[config.mk]
export PLATFORM = sky130hd
export DESIGN_NAME = single_wire_humidity_sensor_reader_unit
export DESIGN_NICKNAME = d
export VERILOG_FILES = /design/src/swhsr_pkg.sv /design/src/single_wire_humidity_sensor_reader_unit.sv /design/src/swhsr_ctrl.sv
export SDC_FILE = /design/constraint.sdc
export NUM_CORES = 1
export LEC_CHECK = 0
export ABC_AREA = 0
export BUFFER_PORTS_ARGS = -buffer_cell sky130_fd_sc_hd__buf_2
export CAP_MARGIN = 0
export CORE_ASPECT_RATIO = 0.75
export CORE_MARGIN = 4
export CORE_UTILIZATION = 55
export DETAILED_ROUTE_END_ITERATION = 16
export PLACE_DENSITY_LB_ADDON = 0.1
export SYNTH_ARGS = -nofsm -noshare
export SYNTH_HDL_FRONTEND = slang
export SYNTH_HIERARCHICAL = 1
export SYNTH_SLANG_ARGS = --single-unit
export TNS_END_PERCENT = 10
[constraint.sdc]
create_clock -name clk -period 13.5 [get_ports clk]
set_input_delay 0.675 -clock clk [delete_from_list [all_inputs] [get_ports clk]]
set_output_delay 0.675 -clock clk [all_outputs]
set_load 0.02 [all_outputs]
[src/swhsr_pkg.sv]
// Shared types and constants for the single-wire humidity sensor reader.
// Used by swhsr_ctrl and the top level; depends on nothing else.
package swhsr_pkg;

	// frame layout
	localparam int FRAME_BITS = 40;
	localparam int BIT_IDX_W  = 6;

	// configuration port
	localparam int CFG_IDX_W  = 3;
	localparam int CFG_DATA_W = 18;

	typedef logic [CFG_IDX_W-1:0] cfg_idx_t;

	localparam cfg_idx_t REG_PRE_HIGH_TIME    = 3'd0;
	localparam cfg_idx_t REG_START_LOW_TIME   = 3'd1;
	localparam cfg_idx_t REG_START_HIGH_TIME  = 3'd2;
	localparam cfg_idx_t REG_RELEASE_GAP_TIME = 3'd3;
	localparam cfg_idx_t REG_WAIT_TIMEOUT     = 3'd4;
	localparam cfg_idx_t REG_ONE_THRESHOLD    = 3'd5;

	// register reset values
	localparam logic [17:0] PRE_HIGH_RST    = 18'd250000;
	localparam logic [17:0] START_LOW_RST   = 18'd20000;
	localparam logic [7:0]  START_HIGH_RST  = 8'd40;
	localparam logic [7:0]  RELEASE_GAP_RST = 8'd10;
	localparam logic [15:0] WAIT_TIMEOUT_RST = 16'd4000;
	localparam logic [7:0]  ONE_THRESH_RST  = 8'd40;

	typedef enum logic [3:0] {
		PH_IDLE,
		PH_PRE_HIGH,
		PH_START_LOW,
		PH_START_HIGH,
		PH_GAP,
		PH_WAIT_HIGH,
		PH_WAIT_LOW,
		PH_BIT_LOW,
		PH_BIT_HIGH
	} phase_t;

	typedef struct packed {
		logic [17:0] pre_high_time;
		logic [17:0] start_low_time;
		logic [7:0]  start_high_time;
		logic [7:0]  release_gap_time;
		logic [15:0] wait_timeout;
		logic [7:0]  one_threshold;
	} cfg_t;

	typedef struct packed {
		logic       drive_enable;
		logic       drive_level;
		logic       busy_res;
		logic       read_done;
		logic       checksum_ok;
		logic [7:0] humidity;
		logic [7:0] temperature;
	} res_t;

endpackage

[src/single_wire_humidity_sensor_reader_unit.sv]
// Top level of the single-wire humidity sensor reader: ports, configuration
// registers, input stage and result register. Depends on swhsr_pkg and swhsr_ctrl.
//
// Each input item is one microsecond tick with the sampled wire level and an
// optional start request; each item gives exactly one result item with the
// wire drive, busy, done/checksum flags and the last good humidity and
// temperature bytes, cleared when the sensor does not answer. The block takes
// one item per clock cycle while in_stall is low: an item is registered in the
// input stage, where the sequencer steps the read state, and its result is then
// registered in the output register. The input stage keeps accepting while one
// result waits to be taken; in_stall rises only when both the input stage and
// the result register are full and out_stall is high. Configuration writes take
// effect on the next cycle and are meant for idle periods only.
module single_wire_humidity_sensor_reader_unit (
	input  logic                          clk,
	input  logic                          arst_n,
	// configuration
	input  logic                          cfg_write,
	input  logic [swhsr_pkg::CFG_IDX_W-1:0]  cfg_index,
	input  logic [swhsr_pkg::CFG_DATA_W-1:0] cfg_data,
	// input channel
	input  logic                          in_valid,
	output logic                          in_stall,
	input  logic                          op,
	input  logic                          line_level,
	// output channel
	output logic                          out_valid,
	input  logic                          out_stall,
	output logic                          drive_enable,
	output logic                          drive_level,
	output logic                          busy_res,
	output logic                          read_done,
	output logic                          checksum_ok,
	output logic [7:0]                    humidity,
	output logic [7:0]                    temperature
);
	import swhsr_pkg::*;

	cfg_t cfg_q;
	logic valid_s1, op_s1, line_s1;
	logic out_valid_q;
	res_t res_q;
	res_t res;
	logic step;

	// configuration registers
	always_ff @(posedge clk or negedge arst_n) begin
		if (!arst_n) begin
			cfg_q.pre_high_time    <= PRE_HIGH_RST;
			cfg_q.start_low_time   <= START_LOW_RST;
			cfg_q.start_high_time  <= START_HIGH_RST;
			cfg_q.release_gap_time <= RELEASE_GAP_RST;
			cfg_q.wait_timeout     <= WAIT_TIMEOUT_RST;
			cfg_q.one_threshold    <= ONE_THRESH_RST;
		end else if (cfg_write) begin
			case (cfg_index)
				REG_PRE_HIGH_TIME:    cfg_q.pre_high_time    <= cfg_data;
				REG_START_LOW_TIME:   cfg_q.start_low_time   <= cfg_data;
				REG_START_HIGH_TIME:  cfg_q.start_high_time  <= cfg_data[7:0];
				REG_RELEASE_GAP_TIME: cfg_q.release_gap_time <= cfg_data[7:0];
				REG_WAIT_TIMEOUT:     cfg_q.wait_timeout     <= cfg_data[15:0];
				REG_ONE_THRESHOLD:    cfg_q.one_threshold    <= cfg_data[7:0];
				default: ;
			endcase
		end
	end

	// stage 1 item moves on when the result register is free or being drained
	assign step     = valid_s1 & (~out_valid_q | ~out_stall);
	assign in_stall = valid_s1 & out_valid_q & out_stall;

	// input stage
	always_ff @(posedge clk or negedge arst_n) begin
		if (!arst_n) begin
			valid_s1 <= 1'b0;
		end else if (!in_stall) begin
			valid_s1 <= in_valid;
		end
	end

	always_ff @(posedge clk) begin
		if (!in_stall && in_valid) begin
			op_s1   <= op;
			line_s1 <= line_level;
		end
	end

	// sequencer
	swhsr_ctrl u_ctrl (
		.clk        (clk),
		.arst_n     (arst_n),
		.step       (step),
		.op         (op_s1),
		.line_level (line_s1),
		.cfg        (cfg_q),
		.res        (res)
	);

	// result register
	always_ff @(posedge clk or negedge arst_n) begin
		if (!arst_n) begin
			out_valid_q <= 1'b0;
		end else if (step) begin
			out_valid_q <= 1'b1;
		end else if (!out_stall) begin
			out_valid_q <= 1'b0;
		end
	end

	always_ff @(posedge clk) begin
		if (step) begin
			res_q <= res;
		end
	end

	assign out_valid    = out_valid_q;
	assign drive_enable = res_q.drive_enable;
	assign drive_level  = res_q.drive_level;
	assign busy_res     = res_q.busy_res;
	assign read_done    = res_q.read_done;
	assign checksum_ok  = res_q.checksum_ok;
	assign humidity     = res_q.humidity;
	assign temperature  = res_q.temperature;

endmodule

[src/swhsr_ctrl.sv]
// Read sequencer: phase state machine, tick timer, pulse timing and frame checksum.
// Advances one tick per step; depends on swhsr_pkg.
module swhsr_ctrl (
	input  logic             clk,
	input  logic             arst_n,
	input  logic             step,
	input  logic             op,
	input  logic             line_level,
	input  swhsr_pkg::cfg_t  cfg,
	output swhsr_pkg::res_t  res
);
	import swhsr_pkg::*;

	phase_t               phase_q, phase_d;
	logic [17:0]          timer_q, timer_d;
	logic [15:0]          pw_q, pw_d;
	logic [BIT_IDX_W-1:0] idx_q, idx_d;
	logic [FRAME_BITS-1:0] frame_q, frame_d;
	logic [7:0]           hum_q, hum_d;
	logic [7:0]           temp_q, temp_d;
	logic                 done, ok;

	logic [17:0]           timer_inc;
	logic                  timed_out;
	logic [17:0]           drive_dur;
	logic [15:0]           pw_inc;
	logic [15:0]           pw_bit;
	logic                  bit_val;
	logic [FRAME_BITS-1:0] frame_shift;
	logic [BIT_IDX_W-1:0]  idx_inc;
	logic [7:0]            byte_sum;

	// shared timing, bit and checksum terms
	assign timer_inc = timer_q + 18'd1;
	assign timed_out = timer_inc > {2'b00, cfg.wait_timeout};
	assign pw_inc    = (pw_q == 16'hFFFF) ? pw_q : pw_q + 16'd1;
	assign pw_bit    = line_level ? pw_inc : pw_q;
	assign bit_val   = pw_bit > {8'h00, cfg.one_threshold};
	assign frame_shift = {frame_q[FRAME_BITS-2:0], bit_val};
	assign idx_inc   = idx_q + BIT_IDX_W'(1);
	assign byte_sum  = frame_shift[FRAME_BITS-1 -: 8] + frame_shift[FRAME_BITS-9 -: 8]
		+ frame_shift[FRAME_BITS-17 -: 8] + frame_shift[FRAME_BITS-25 -: 8];

	// length of the current drive phase
	always_comb begin
		case (phase_q)
			PH_PRE_HIGH:   drive_dur = cfg.pre_high_time;
			PH_START_LOW:  drive_dur = cfg.start_low_time;
			PH_START_HIGH: drive_dur = {10'd0, cfg.start_high_time};
			default:       drive_dur = {10'd0, cfg.release_gap_time};
		endcase
	end

	// next state
	always_comb begin
		phase_d = phase_q;
		timer_d = timer_q;
		pw_d    = pw_q;
		idx_d   = idx_q;
		frame_d = frame_q;
		hum_d   = hum_q;
		temp_d  = temp_q;
		done    = 1'b0;
		ok      = 1'b0;
		case (phase_q)
			PH_IDLE: begin
				if (op) begin
					phase_d = PH_PRE_HIGH;
					timer_d = '0;
					pw_d    = '0;
					idx_d   = '0;
					frame_d = '0;
				end
			end
			PH_PRE_HIGH, PH_START_LOW, PH_START_HIGH, PH_GAP: begin
				if (timer_inc >= drive_dur) begin
					timer_d = '0;
					case (phase_q)
						PH_PRE_HIGH:   phase_d = PH_START_LOW;
						PH_START_LOW:  phase_d = PH_START_HIGH;
						PH_START_HIGH: phase_d = PH_GAP;
						default:       phase_d = PH_WAIT_HIGH;
					endcase
				end else begin
					timer_d = timer_inc;
				end
			end
			PH_WAIT_HIGH: begin
				if (line_level) begin
					phase_d = PH_WAIT_LOW;
					timer_d = '0;
				end else if (timed_out) begin
					hum_d   = '0;
					temp_d  = '0;
					phase_d = PH_WAIT_LOW;
					timer_d = '0;
				end else begin
					timer_d = timer_inc;
				end
			end
			PH_WAIT_LOW: begin
				if (!line_level || timed_out) begin
					phase_d = PH_BIT_LOW;
					timer_d = '0;
				end else begin
					timer_d = timer_inc;
				end
			end
			PH_BIT_LOW: begin
				if (line_level) begin
					phase_d = PH_BIT_HIGH;
					timer_d = '0;
					pw_d    = 16'd1;
				end else if (timed_out) begin
					phase_d = PH_BIT_HIGH;
					timer_d = '0;
					pw_d    = '0;
				end else begin
					timer_d = timer_inc;
				end
			end
			PH_BIT_HIGH: begin
				if (line_level && !timed_out) begin
					pw_d    = pw_inc;
					timer_d = timer_inc;
				end else begin
					// end of bit: shift it in, close the frame after the last one
					frame_d = frame_shift;
					idx_d   = idx_inc;
					pw_d    = '0;
					timer_d = '0;
					if (idx_inc >= BIT_IDX_W'(FRAME_BITS)) begin
						done    = 1'b1;
						ok      = (byte_sum == frame_shift[7:0]);
						phase_d = PH_IDLE;
						if (ok) begin
							hum_d  = frame_shift[FRAME_BITS-1 -: 8];
							temp_d = frame_shift[FRAME_BITS-17 -: 8];
						end
					end else begin
						phase_d = PH_BIT_LOW;
					end
				end
			end
			default: begin
				phase_d = PH_IDLE;
				timer_d = '0;
			end
		endcase
	end

	// result fields reflect the state after the tick
	always_comb begin
		res.drive_enable = (phase_d == PH_PRE_HIGH) || (phase_d == PH_START_LOW)
			|| (phase_d == PH_START_HIGH) || (phase_d == PH_GAP);
		res.drive_level  = (phase_d == PH_PRE_HIGH) || (phase_d == PH_START_HIGH);
		res.busy_res     = (phase_d != PH_IDLE);
		res.read_done    = done;
		res.checksum_ok  = done & ok;
		res.humidity     = hum_d;
		res.temperature  = temp_d;
	end

	// state registers
	always_ff @(posedge clk or negedge arst_n) begin
		if (!arst_n) begin
			phase_q <= PH_IDLE;
			timer_q <= '0;
			pw_q    <= '0;
			idx_q   <= '0;
			frame_q <= '0;
			hum_q   <= '0;
			temp_q  <= '0;
		end else if (step) begin
			phase_q <= phase_d;
			timer_q <= timer_d;
			pw_q    <= pw_d;
			idx_q   <= idx_d;
			frame_q <= frame_d;
			hum_q   <= hum_d;
			temp_q  <= temp_d;
		end
	end

endmodule
==> results_dict.tcl, run 1 <==
set metrics [dict create \
    status "complete, no violations" \
    syn_nets 1152 \
    fin_setup_tns_ps 0 \
    antenna_cells 0 \
    arrival_ps 5410 \
    antenna_found_initial 0 \
    vias 8116 \
    period_share 0.387 \
    skew_ps 10.5 \
    dp_hpwl_um 17900 \
    rows 44 \
    clk_path_buf_depth 2 \
    clock_sinks 200 \
    vias_per_cell 6.01 \
    pwr_density_cell_mw_per_mm2 145 \
    r2r_slack_ps 8270 \
    syn-cell-area_mm2 0.0111 \
    layout_commonest_cell "dfrtp_1" \
    yosys_warnings 6 \
    place_congestion 0.879 \
    pin_count 51 \
    ys_seq_area_frac 0.463 \
    busiest_layer "met1" \
    final.setup.worst_slack_ps 8270 \
    grt_usage 0.234 \
    p_leak_uw 0.00538 \
    post_cts_resized 0 \
    synthCells 1059 \
    synth_flop_cell "dfrtp_1" \
    drive_above_1_share 0.193 \
    die_height_um 131 \
    grt-ovfl-total 0 \
    avgSynthCellArea_um2 10.5 \
    grt_setup_unrepaired "no" \
    post_cts_buffers 0 \
    worstSetupEndpointType "register" \
    clk_latency_ps 430 \
    relSlewSlack 0.275 \
    clk_pin_slew_ps 80 \
    peakVddDrop_mv 0.0851 \
    met1_usage 0.408 \
    start_util 0.567 \
    grt_pass1_wl_um 42500 \
    worst_r2r_endpoint "humidity[1]$_DFFE_PP_" \
    synth.distinct_cells 75 \
    core_mm2 0.0196 \
    holdWs_ps 320 \
    final_cell_mix "dfrtp_1, nand2_1, o21ai_0, mux2_2, nor2_1" \
    die_x_um 172 \
    wire_per_inst_um 19.0 \
    grt_use_met3 0.0390 \
    place_ws_ps 8320 \
    first_global_vias 7765 \
    fmax_mhz 191 \
    fp.dieArea_mm2 0.0226 \
    synth_edf_count 23 \
    crit_path_start_kind "register" \
    setup_viol 0 \
    period_needed_ps 5230 \
    cp_max_fo 19 \
    hold_class "in -> async" \
    maxCapViolations 0 \
    stdcell_count 1350 \
    dpl_cell_area_mm2 0.0116 \
    drv_slew 0 \
    ys_ff_latch 200 \
    grt_max_degree 100 \
    r2r_start "u_ctrl/pw_q[0]$_DFFE_PN0P_" \
    numCtsBuffers 17 \
    met2_usage 0.305 \
    ys_async_sr_fraction 0.885 \
    drt_iter0_markers 847 \
    syn2layout_area_growth_pct 9.07 \
    htreeDepth 4 \
    nNetsFinal 1177 \
    postRouteAntennaNets 0 \
    port_buffers 50 \
    hold_viol_final 0 \
    drc 0 \
    worstMarginPinSlew_ps 1090 \
    critPathRequiredTime_ps 13680 \
    cts_hold_buf 0 \
    r2r_cells 16 \
    cts_tree "yes" \
    drt_pass1_iterations 5 \
    path_class "reg -> reg" \
    cts_root_buf "clkbuf_16" \
    fin_area_mm2 0.0121 \
    place_inst 1318 \
    wl_um 25600 \
]
## critical path, stage by stage, from the launching register on
cell	delay, ps
dfrtp_1	480
ha_1	300
inv_1	110
nor3_2	390
nand2_1	260
nand2_1	170
mux2_2	370
ha_1	310
nor2b_1	150
o21a_1	160
o21ai_0	160
a21oi_1	80
o22a_1	230
or3_1	450
a211oi_4	750
nor2_2	330
a22o_1	270
## report_power, final
group	internal (uW)	switching [uW]
Combinational	189	302
Sequential	695	60.0
Clock	276	231
Total	1160	594
## sequential cells by signal, summed over array words and instances, names as in the netlist
signal,count
busy_res,1
cfg_q,76
checksum_ok,1
drive_enable,1
drive_level,1
humidity,8
line_s1,1
op_s1,1
out_valid,1
read_done,1
temperature,8
u_ctrl/frame_q,39
u_ctrl/hum_q,8
u_ctrl/idx_q,6
u_ctrl/phase_q,4
u_ctrl/pw_q,16
u_ctrl/temp_q,8
u_ctrl/timer_q,18
valid_s1,1
## cell usage after synthesis (all sizes together) (3+ instances only)
master,count,area [um2]
nand4b,3,26.3
a22o,57,499
buf,19,116
o21ai,79,399
o22a,3,26.3
nor2b,5,31.3
inv,41,154
dfrtp,153,3830
nor2,63,241
ha,51,638
fa,14,280
or3,8,50.1
clkbuf,36,136
a31oi,9,56.3
mux2i,15,150
or2,5,31.3
xnor2,25,219
and2,4,25.0
o21a,3,22.5
xor2,14,123
a21oi,35,175
edfxtp,23,691
a21boi,4,41.3
nor4,8,65.1
o31ai,9,67.6
nand2,140,526
mux2,78,878
a211oi,4,47.5
o211ai,4,30.0
nor3,15,80.1
nand4,13,93.8
dfstp,24,631
and3,13,81.3
nand3,23,115
nand2b,10,62.6
a21o,9,67.6
a211o,3,26.3
o221ai,8,70.1
## cell families (layout without fill, tap and decap cells)
family | count (synthesis) | in the layout | synth area share
adder cells (fa/ha/maj) | 65 | 65 | 0.0826
AO/OA/AOI/OAI | 246 | 246 | 0.155
multiplexers | 93 | 93 | 0.0925
AND/OR/NAND/NOR | 319 | 319 | 0.137
XOR/XNOR | 40 | 40 | 0.0329
buffers and inverters | 96 | 134 | 0.0366
flip-flops | 200 | 200 | 0.463
## worst max-delay path by stage
| stage | start | end | cells past startpoint |
|---|---|---|---|
| finish | u_ctrl/pw_q[0]$_DFFE_PN0P_ | humidity[1]$_DFFE_PP_ | 16 |
| global route | u_ctrl/pw_q[0]$_DFFE_PN0P_ | humidity[1]$_DFFE_PP_ | 16 |
| CTS | u_ctrl/pw_q[0]$_DFFE_PN0P_ | humidity[1]$_DFFE_PP_ | 16 |
| detailed placement | u_ctrl/pw_q[0]$_DFFE_PN0P_ | temperature[5]$_DFFE_PP_ | 16 |
| global placement | u_ctrl/pw_q[0]$_DFFE_PN0P_ | humidity[3]$_DFFE_PP_ | 16 |
| floorplan | out_stall | u_ctrl/idx_q[4]$_DFFE_PN0P_ | 6 |
## cell type report
class	instances	area [um2]
inverters	41	154
clock buffers	19	433
well taps	253	317
repair buffers	61	339
clock inverters	13	145
multi-input cells	763	5590
flip-flops and latches	200	5150
fillers	1650	7470
## stage by stage
step / total power (uW) / util
after floorplan: 1100 / -
after global placement: 1240 / 0.589
after detailed placement: 1250 / 0.589
after CTS: 1760 / 0.619
after global routing: 1860 / 0.619
final: 1750 / 0.619
## routing by layer
| layer | routed length, um | up-vias |
|---|---|---|
| li1 | - | 3863 |
| met1 | 13700 | 4033 |
| met2 | 10500 | 214 |
| met3 | 1320 | 6 |
| met4 | 104 | 0 |
| met5 | 0 | - |
Note: power is estimated with default switching activity, not from simulation.
==> run 2, diff against run 1 <==
- clock period: 13.5 -> 5.2 ns (I/O delays scaled with it)
==> run 2 against run 1 <==
Against the previous run: global-route usage about the same; cell count up 1.0%; flip-flop and latch count unchanged; register-to-register slack worse by 7800 ps.
==> results_dict.tcl, run 2 (same netlist as run 1, synthesis figures left out) <==
set metrics [dict create \
    fin_setup_tns_ps 0 \
    first_global_vias 7749 \
    slowest_stage "nor2_2" \
    grt_setup_unrepaired "no" \
    arrival_ps 5010 \
    cpLargestDelayFamily "compound AO/OA/AOI/OAI gates" \
    drt_pass1_iterations 5 \
    rows 44 \
    cts_root_buf "clkbuf_16" \
    min-delay-start "cfg_data[16]" \
    port_buffers 50 \
    place_congestion 0.911 \
    numCtsBuffers 17 \
    grt_usage 0.234 \
    hold_class "in -> reg" \
    grt-ovfl-total 0 \
    vias 8206 \
    drt_iter0_markers 918 \
    p_total_uw 4560 \
    stdcell_count 1364 \
    skew_ps 14.2 \
    path_class "reg -> reg" \
    die_height_um 131 \
    antenna_found_initial 0 \
    cp_max_fo 16 \
    htreeDepth 4 \
    clk_latency_ps 430 \
    grt_max_degree 90 \
    r2r_cells 17 \
    period_needed_ps 4710 \
    wire_per_inst_um 18.9 \
    grt_pass1_wl_um 42800 \
    setup_viol 0 \
    antenna_cells 0 \
    reg_top3 "cfg_q: 76 flops, u_ctrl/frame_q: 39 flops, u_ctrl/timer_q: 18 flops" \
    worst_r2r_endpoint "temperature[7]$_DFFE_PP_" \
    worstSetupEndpointType "register" \
    nNetsFinal 1191 \
    clk_path_buf_depth 2 \
    clk_pin_slew_ps 80 \
    crit_buf_inv 2 \
    period_share 0.907 \
    start_util 0.567 \
    worstMarginPinSlew_ps 823 \
    largest-register "cfg_q" \
    place_inst 1329 \
    drive_above_1_share 0.203 \
    post_cts_resized 0 \
    cts_hold_buf 3 \
    clock_sinks 200 \
    fp.dieArea_mm2 0.0226 \
    cts_tree "yes" \
    crit_chain "ha_1 > inv_1 > nor3_2 > buf_4 > nand2_1 > nand2_1 > mux2_2 > ha_1 > nor2b_1 > o21a_1 > o21ai_0 > a21oi_1 > o22a_1 > o21ai_0 > a211oi_4 > nor2_2 > a22o_1" \
    largest_reg_flops 76 \
    status "complete, no violations" \
    dp_hpwl_um 18100 \
    post_cts_buffers 0 \
    cp_slowest_stage_delay_ps 620 \
    p_leak_uw 0.00546 \
    hold_end "cfg_q[74]$_DFFE_PN1P_" \
    maxCapViolations 0 \
    layout_commonest_cell "dfrtp_1" \
    drv_slew 0 \
    core_mm2 0.0196 \
    drc 0 \
    pin_count 51 \
    postRouteAntennaNets 0 \
    critPathRequiredTime_ps 5490 \
    die_x_um 172 \
    crit_path_start_kind "register" \
    final_cell_mix "dfrtp_1, nand2_1, o21ai_0, mux2_2, nor2_1" \
    fmax_mhz 212 \
    min_path_cells 2 \
    relSlewSlack 0.451 \
    syn2layout_area_growth_pct 10.1 \
    hold_viol_final 0 \
    peakVddDrop_mv 0.233 \
    r2r_start "u_ctrl/pw_q[0]$_DFFE_PN0P_" \
    pwr_density_cell_mw_per_mm2 372 \
    r2r_slack_ps 490 \
    wl_um 25800 \
    vias_per_cell 6.02 \
]
==> run 2: changes by cell type in the layout (fill, tap and decap cells not counted) <==
cell	previous run	this run
bufinv_16	2	0
clkinv_8	0	3
clkinv_4	1	2
clkinvlp_4	4	1
clkbuf_1	2	1
buf_4	11	21
buf_12	0	1
clkinv_1	1	0
inv_6	3	5
inv_4	0	1
dlygate4sd3_1	0	3
==> run 2: how the worst max path moves through the flow <==
stage	slack, ps	endpoint	startpoint	cells after the start
2_1_floorplan	870	u_ctrl/hum_q[1]$_DFFE_PN0P_	u_ctrl/pw_q[0]$_DFFE_PN0P_	17
3_3_place_gp	770	temperature[6]$_DFFE_PP_	u_ctrl/pw_q[0]$_DFFE_PN0P_	17
3_5_place_dp	610	temperature[7]$_DFFE_PP_	u_ctrl/pw_q[0]$_DFFE_PN0P_	17
4_1_cts	560	temperature[7]$_DFFE_PP_	u_ctrl/pw_q[0]$_DFFE_PN0P_	17
5_1_grt	180	temperature[7]$_DFFE_PP_	u_ctrl/pw_q[0]$_DFFE_PN0P_	17
6_report	490	temperature[7]$_DFFE_PP_	u_ctrl/pw_q[0]$_DFFE_PN0P_	17
==> run 2: cell type report <==
cell class                      count  area (um2)
Fill cell                        1598        7350
Multi-Input combinational cell    763        5590
Sequential cell                   200        5150
Timing Repair Buffer               75         464
Clock buffer                       18         429
Tap cell                          253         317
Inverter                           41         154
Clock inverter                     14         140
==> run 2: per-layer routing <==
layer  vias to the layer above  wire [um]  GRT usage
li1                       3892          -          -
met2                       249      10400      0.303
met1                      4040      13500      0.404
met5                         -          0          0
met3                        25       1600     0.0435
met4                         0        206     0.0436
==> run 2: per-stage QoR <==
stage	instance area [um2]	setup slack [ps]	hold WS, ps	util
2_1_floorplan	11100	869	-35.6	-
3_3_place_gp	11600	769	383	0.594
3_5_place_dp	11600	614	388	0.594
4_1_cts	12200	564	53.3	0.625
5_1_grt	12200	184	58.4	0.625
6_report	12200	485	70.2	0.625
==> run 2: power breakdown <==
part | total (uW) | internal, uW | leakage [uW] | switching, uW
sequential | 1960 | 1800 | 0.00250 | 160
combinational | 1310 | 520 | 0.00268 | 794
clock | 1280 | 637 | 0.000277 | 644
total | 4560 | 2960 | 0.00546 | 1600
